==> src/sv/csag_pkg.sv <==
// ----------------------------------------------------------------------------
// csag_pkg
// Shared types and constants for the concat strided address generator.
// ----------------------------------------------------------------------------
package csag_pkg;

    localparam int unsigned CFG_DIMS        = 4;
    localparam int unsigned DEF_MAX_DIMS    = 4;
    localparam int unsigned DEF_INDEX_BITS  = 32;
    localparam int unsigned FIELD_W         = 32;
    localparam int unsigned CFG_IDX_W       = 4;

    localparam logic [CFG_IDX_W-1:0] CFG_CONCAT_DIM  = 4'd0;
    localparam logic [CFG_IDX_W-1:0] CFG_SIZE_DIM1   = 4'd1;
    localparam logic [CFG_IDX_W-1:0] CFG_SIZE_DIM2   = 4'd2;
    localparam logic [CFG_IDX_W-1:0] CFG_SIZE_DIM3   = 4'd3;
    localparam logic [CFG_IDX_W-1:0] CFG_STRIDE_DIM0 = 4'd4;
    localparam logic [CFG_IDX_W-1:0] CFG_STRIDE_DIM1 = 4'd5;
    localparam logic [CFG_IDX_W-1:0] CFG_STRIDE_DIM2 = 4'd6;
    localparam logic [CFG_IDX_W-1:0] CFG_STRIDE_DIM3 = 4'd7;

    typedef struct packed {
        logic [FIELD_W-1:0] element_index;
        logic [FIELD_W-1:0] part_start;
        logic [FIELD_W-1:0] part_extent;
    } t_csag_in;

    typedef struct packed {
        logic [FIELD_W-1:0] dest_address;
        logic [FIELD_W-1:0] source_index;
    } t_csag_out;

    // fields that ride alongside the index through the pipeline
    typedef struct packed {
        logic [FIELD_W-1:0] source_index;
        logic [FIELD_W-1:0] part_start;
        logic [FIELD_W-1:0] part_extent;
        logic [FIELD_W-1:0] offset;
    } t_csag_side;

endpackage

==> src/sv/csag_final.sv <==
// ----------------------------------------------------------------------------
// csag_final
// Outermost coordinate and start offset terms, final sum and masking.
// ----------------------------------------------------------------------------
module csag_final
    import csag_pkg::*;
#(
    parameter int unsigned W = DEF_INDEX_BITS
) (
    input  logic               i_clk,
    input  logic               i_rst_n,
    input  logic               i_valid,
    input  logic [W-1:0]       i_lin,
    input  logic [FIELD_W-1:0] i_stride_outer,
    input  logic [FIELD_W-1:0] i_stride_cat,
    input  t_csag_side         i_side,
    output logic               o_valid,
    output t_csag_out          o_result
);

    localparam logic [FIELD_W-1:0] MASK = FIELD_W'((64'd1 << W) - 64'd1);

    logic               r_pv;
    logic [FIELD_W-1:0] r_p_lin;
    logic [FIELD_W-1:0] r_p_start;
    logic [FIELD_W-1:0] r_off;
    logic [FIELD_W-1:0] r_src;
    logic               r_ov;
    t_csag_out          r_out;
    t_csag_out          n_out;

    always_comb begin
        n_out.dest_address = (r_off + r_p_lin + r_p_start) & MASK;
        n_out.source_index = r_src;
    end

    always_ff @(posedge i_clk) begin
        if (!i_rst_n) begin
            r_pv <= 1'b0;
            r_ov <= 1'b0;
        end else begin
            r_pv <= i_valid;
            r_ov <= r_pv;
        end
        r_p_lin   <= FIELD_W'(FIELD_W'(i_lin) * i_stride_outer);
        r_p_start <= FIELD_W'((i_side.part_start & MASK) * i_stride_cat);
        r_off     <= i_side.offset;
        r_src     <= i_side.source_index;
        r_out     <= n_out;
    end

    assign o_valid  = r_ov;
    assign o_result = r_out;

endmodule

==> config.mk <==
export PLATFORM = sky130hd
export DESIGN_NAME = csag_final
export DESIGN_NICKNAME = d
export VERILOG_FILES = /design/src/sv/csag_pkg.sv /design/src/sv/csag_final.sv
export SDC_FILE = /design/constraint.sdc
export NUM_CORES = 2
export LEC_CHECK = 0
export ABC_AREA = 1
export CAP_MARGIN = 20
export CORE_UTILIZATION = 60
export CTS_BUF_LIST = sky130_fd_sc_hd__clkbuf_16
export DETAILED_ROUTE_END_ITERATION = 8
export DONT_BUFFER_PORTS = 1
export GPL_ROUTABILITY_DRIVEN = 0
export GPL_TIMING_DRIVEN = 0
export PLACE_DENSITY_LB_ADDON = 0.2
export SLEW_MARGIN = 20
export SYNTH_ARGS = -nofsm -noshare
export SYNTH_HDL_FRONTEND = slang
export SYNTH_SLANG_ARGS = --single-unit
==> constraint.sdc <==
create_clock -name i_clk -period 6.55 [get_ports i_clk]
set_input_delay 0.9825 -clock i_clk [delete_from_list [all_inputs] [get_ports i_clk]]
set_output_delay 0.9825 -clock i_clk [all_outputs]
set_load 0.02 [all_outputs]
After elaboration in Yosys (flattened, before gate mapping):

Cells that the tools add are included.

* shifts and indexed selects: 0
* reductions and logical operators: 0
* equality and inequality tests: 0
* div/mod/pow operators: 0
* mux-type cells: 0
* $lt $le $gt $ge: 0
* $mul: 2
* $add $sub $neg: 2
* bitwise logic cells: 0

Operators by type and width (count)
* $add A32 B32 Y32: 2
* $mul A32 B32 Y32: 2

* bits in read-only memories: 0
* output and inout port bits: 65
* flip-flop bits (word level): 194
* memory bits (writable): 0
* bits in latches: 0
* word-level logic and storage cells: 12
* memories: 0

Longest topological paths before layout:

* depth in word-level cells: 2
* gate-level depth with buffers: 34

Worst setup path before layout:

No wires, ideal clock.

* path type: input to register
* from: in i_stride_outer[2]
* to: reg r_p_lin[31]
* setup slack: -0.576 ns
* arrival: 7.014 ns
* data required time: 6.438 ns
* setup time: 0.112 ns
* stages: 30
* cells stage by stage: clkbuf_1 buf_1 nand2_1 fa_1 fa_1 fa_1 fa_1 inv_1 fa_1 inv_1 fa_1 fa_1 fa_1 inv_1 ha_1 nand2_1 inv_1 nand2_1 nor3_2 nand4_1 nand3_1 nand2_1 nand2_1 nand2_1 nand2_2 nand2_1 nand2_1 inv_1 nand2_1 nand2_1

* longest elaborated chain between the ends: 1

Ends and longest elaborated chain
* start, declared: RTL line csag_final.sv:14 `input logic [FIELD_W-1:0] i_stride_outer,`
* $mul A32 B32 Y32: RTL line csag_final.sv:45 `r_p_lin <= FIELD_W'(FIELD_W'(i_lin) * i_stride_outer);`
* end signal, assigned: RTL line csag_final.sv:45
* end, declared: RTL line csag_final.sv:24 `logic [FIELD_W-1:0] r_p_lin;`

Every way passes these cells.
A chain may end at the register's enable or synchronous reset.

Worst setup path after layout:

* from: in i_stride_outer[4]
* to: reg r_p_lin[25]

The elaborated chain is that of the path after synthesis.

==> flow_metrics.env <==
export IMPL_layout_area_seq_mm2=0.003884
export IMPL_synthMuxAreaShare_pct=0
export IMPL_vias_per_cell=5.434
export IMPL_drt_iter0_markers=3207
export IMPL_hp_class="reg2reg"
export IMPL_ys_warn_count=0
export IMPL_synth_distinct_cells=45
export IMPL_grt_pass1_wl_um=188400
export IMPL_path_class="in2reg"
export IMPL_core_area_mm2=0.06458
export IMPL_synth_edf_count=0
export IMPL_synth_async_sr_flop_share_pct=0
export IMPL_slowest_stage="fa_1"
export IMPL_avgSynthCellArea_um2=7.924
export IMPL_final_cell_mix="inv_1, nand2_1, fa_1"
export IMPL_max_stage_delay_ps=590
export IMPL_crit_top_cell="nand2_4"
export IMPL_drc=0
export IMPL_critPathRequiredTime_ps=6870
export IMPL_critPathBufInv=6
export IMPL_cts_max_level=4
export IMPL_vias=32390
export IMPL_synth_compound_area_share_pct=2.483
export IMPL_root_buffer="clkbuf_16"
export IMPL_layout_nets=6445
export IMPL_crit_arrival_ps=7250
export IMPL_slew_viol_final=0
export IMPL_clock_sinks=194
export IMPL_crit_fanout=4
export IMPL_multiInputGateArea_mm2=0.03012
export IMPL_antenna_found_initial=3
export IMPL_syn_to_final_growth_pct=13.66
export IMPL_grt_pass1_vias=33480
export IMPL_clock_skew_ps=23.79
export IMPL_worst_slack_ps=-379.2
export IMPL_ys_seq_area_share_pct=9.881
export IMPL_maxCapViolations=0
export IMPL_whs_ps=325.2
export IMPL_reg2reg_slack_ps=3290
export IMPL_hpwl_um=98600
export IMPL_io_buffer_count=0
export IMPL_max_freq_ghz=0.1443
export IMPL_tightest_slew_ps=1014
export IMPL_ant_nets=0
export IMPL_synthXorXnorAreaFrac_pct=2.719
export IMPL_yosys_area_share_simple_pct=16.48
export IMPL_die_y_um=257.9
export IMPL_grt_remaining_overflow=0
export IMPL_synth_area_mm2=0.03930
export IMPL_io_pins=292
export IMPL_ys_ff_latch=194
export IMPL_cts_buffers=17
export IMPL_grt_max_degree=20
export IMPL_synth_nets=6311
export IMPL_die_w_um=257.9
export IMPL_drive_gt1_share_pct=11.12
export IMPL_wl_um=124100
export IMPL_fin_crit_sh_pct=105.8
export IMPL_wire_per_inst_um=20.81
export IMPL_grtUsageTotal_pct=37.99
export IMPL_synth_adder_area_share_pct=51.98
export IMPL_rsz0062_at_grt="yes"
export IMPL_synth_top_family_by_area="adder cells"
export IMPL_num_antenna_cells=0
export IMPL_violations="negative setup slack"
export IMPL_start_kind="primary input"
export IMPL_cts_max_path_buffers=2
export IMPL_period_minus_slack_ps=6929
export IMPL_cp_top_family="adder cells"
export IMPL_cts_clk_slew_worst_paths_ps=70
export IMPL_worstSetupEndpointType="flop"
export IMPL_dp_slack_ps=-2163
export IMPL_rows=93
export IMPL_dieArea_mm2=0.06653
export IMPL_cts_tree="built"
export IMPL_syn_inst=4960
export IMPL_fill_cells=5118
export IMPL_slew_headroom_pct=32.40
export IMPL_first_pass_iters=8
export IMPL_status="complete, but fails checks"
export IMPL_final_common_cell="inv_1"
export IMPL_clock_latency_ps=450
export IMPL_start_util_pct=60.86
export IMPL_synth_ff_type="dfxtp_1"
export IMPL_finalSetupViolations=18
export IMPL_timing_final_hold_violations=0
export IMPL_tns_ps=-4099
worst paths after layout:
| kind | to | startpoint | depth (start not counted) |
|---|---|---|---|
| setup / recovery | r_p_lin[25] | i_stride_outer[4] | 25 |
| hold / removal | o_result[8] | r_src[8] | 0 |
| hold reg to reg | o_result[8] | r_src[8] | 0 |
| setup reg to reg | o_result[59] | r_p_lin[0] | 17 |
timing repair:
item | in CTS | in global routing
buffers inserted | 76 | 40
gates resized for setup | 390 | 188
hold endpoints to repair | 0 | 0
gates cloned | 2 | 3
endpoints found under the setup margin | 42 | 21
hold buffers | 0 | 0
pin swaps | 90 | 110
cell families (layout without fill, tap and decap cells):
kind of cell,Yosys count,count (layout)
buf+inv,1699,1845
fa+ha+maj,1124,1124
compound gates,169,169
simple gates,1652,1652
flops,194,194
xor+xnor,122,122
layer usage:
layer / up-vias / wire [um] / part of all wire [%] / global-route usage, %
li1: 14150 / - / - / -
met1: 15730 / 46230 / 37 / 49.94
met2: 2035 / 53340 / 43 / 57.11
met3: 476 / 17130 / 14 / 12.75
met4: 6 / 7317 / 5.9 / 17.19
met5: - / 36 / 0.029 / 0
synth_stat cells (all sizes together) (48+ instances only):
library cell	instances	area share (%)
a21oi	86	1.1
clkbuf	136	1.3
dfxtp	194	9.9
nand2	1443	14
ha	276	8.8
fa	848	43
nand3	87	1.1
xor2	74	1.6
nor2	75	0.74
xnor2	48	1.1
buf	71	0.90
inv	1489	14
flip-flops by register name, indices dropped and copies added, names as in the netlist:
signal     flops
r_p_lin       32
o_valid        1
r_src         32
o_result      64
r_off         32
r_p_start     32
r_pv           1
area by class of cell:
class                      count  area share [%]
tap                          855           2.395
inverter                    1492           12.55
clock buffer                  17          0.9523
multi-input combinational   3067           67.43
clock inverter                14          0.3389
sequential                   194           8.694
buffer                       206           5.361
timing repair buffer         116           2.283
metrics by stage:
| stage | utilization (%) | cells | cell area [um^2] |
|---|---|---|---|
| CTS | 67.74 | 5918 | 43740 |
| finish | 69.17 | 5961 | 44670 |
| floorplan | - | 4960 | 40000 |
| detailed placement | 63.60 | 5815 | 41080 |
| global placement | 63.60 | 5815 | 41070 |
| global route | 69.17 | 5961 | 44670 |
Power is left out: the tool's default activity adds up to more than one toggle a clock period on the data nets, which glitch-free logic cannot reach.
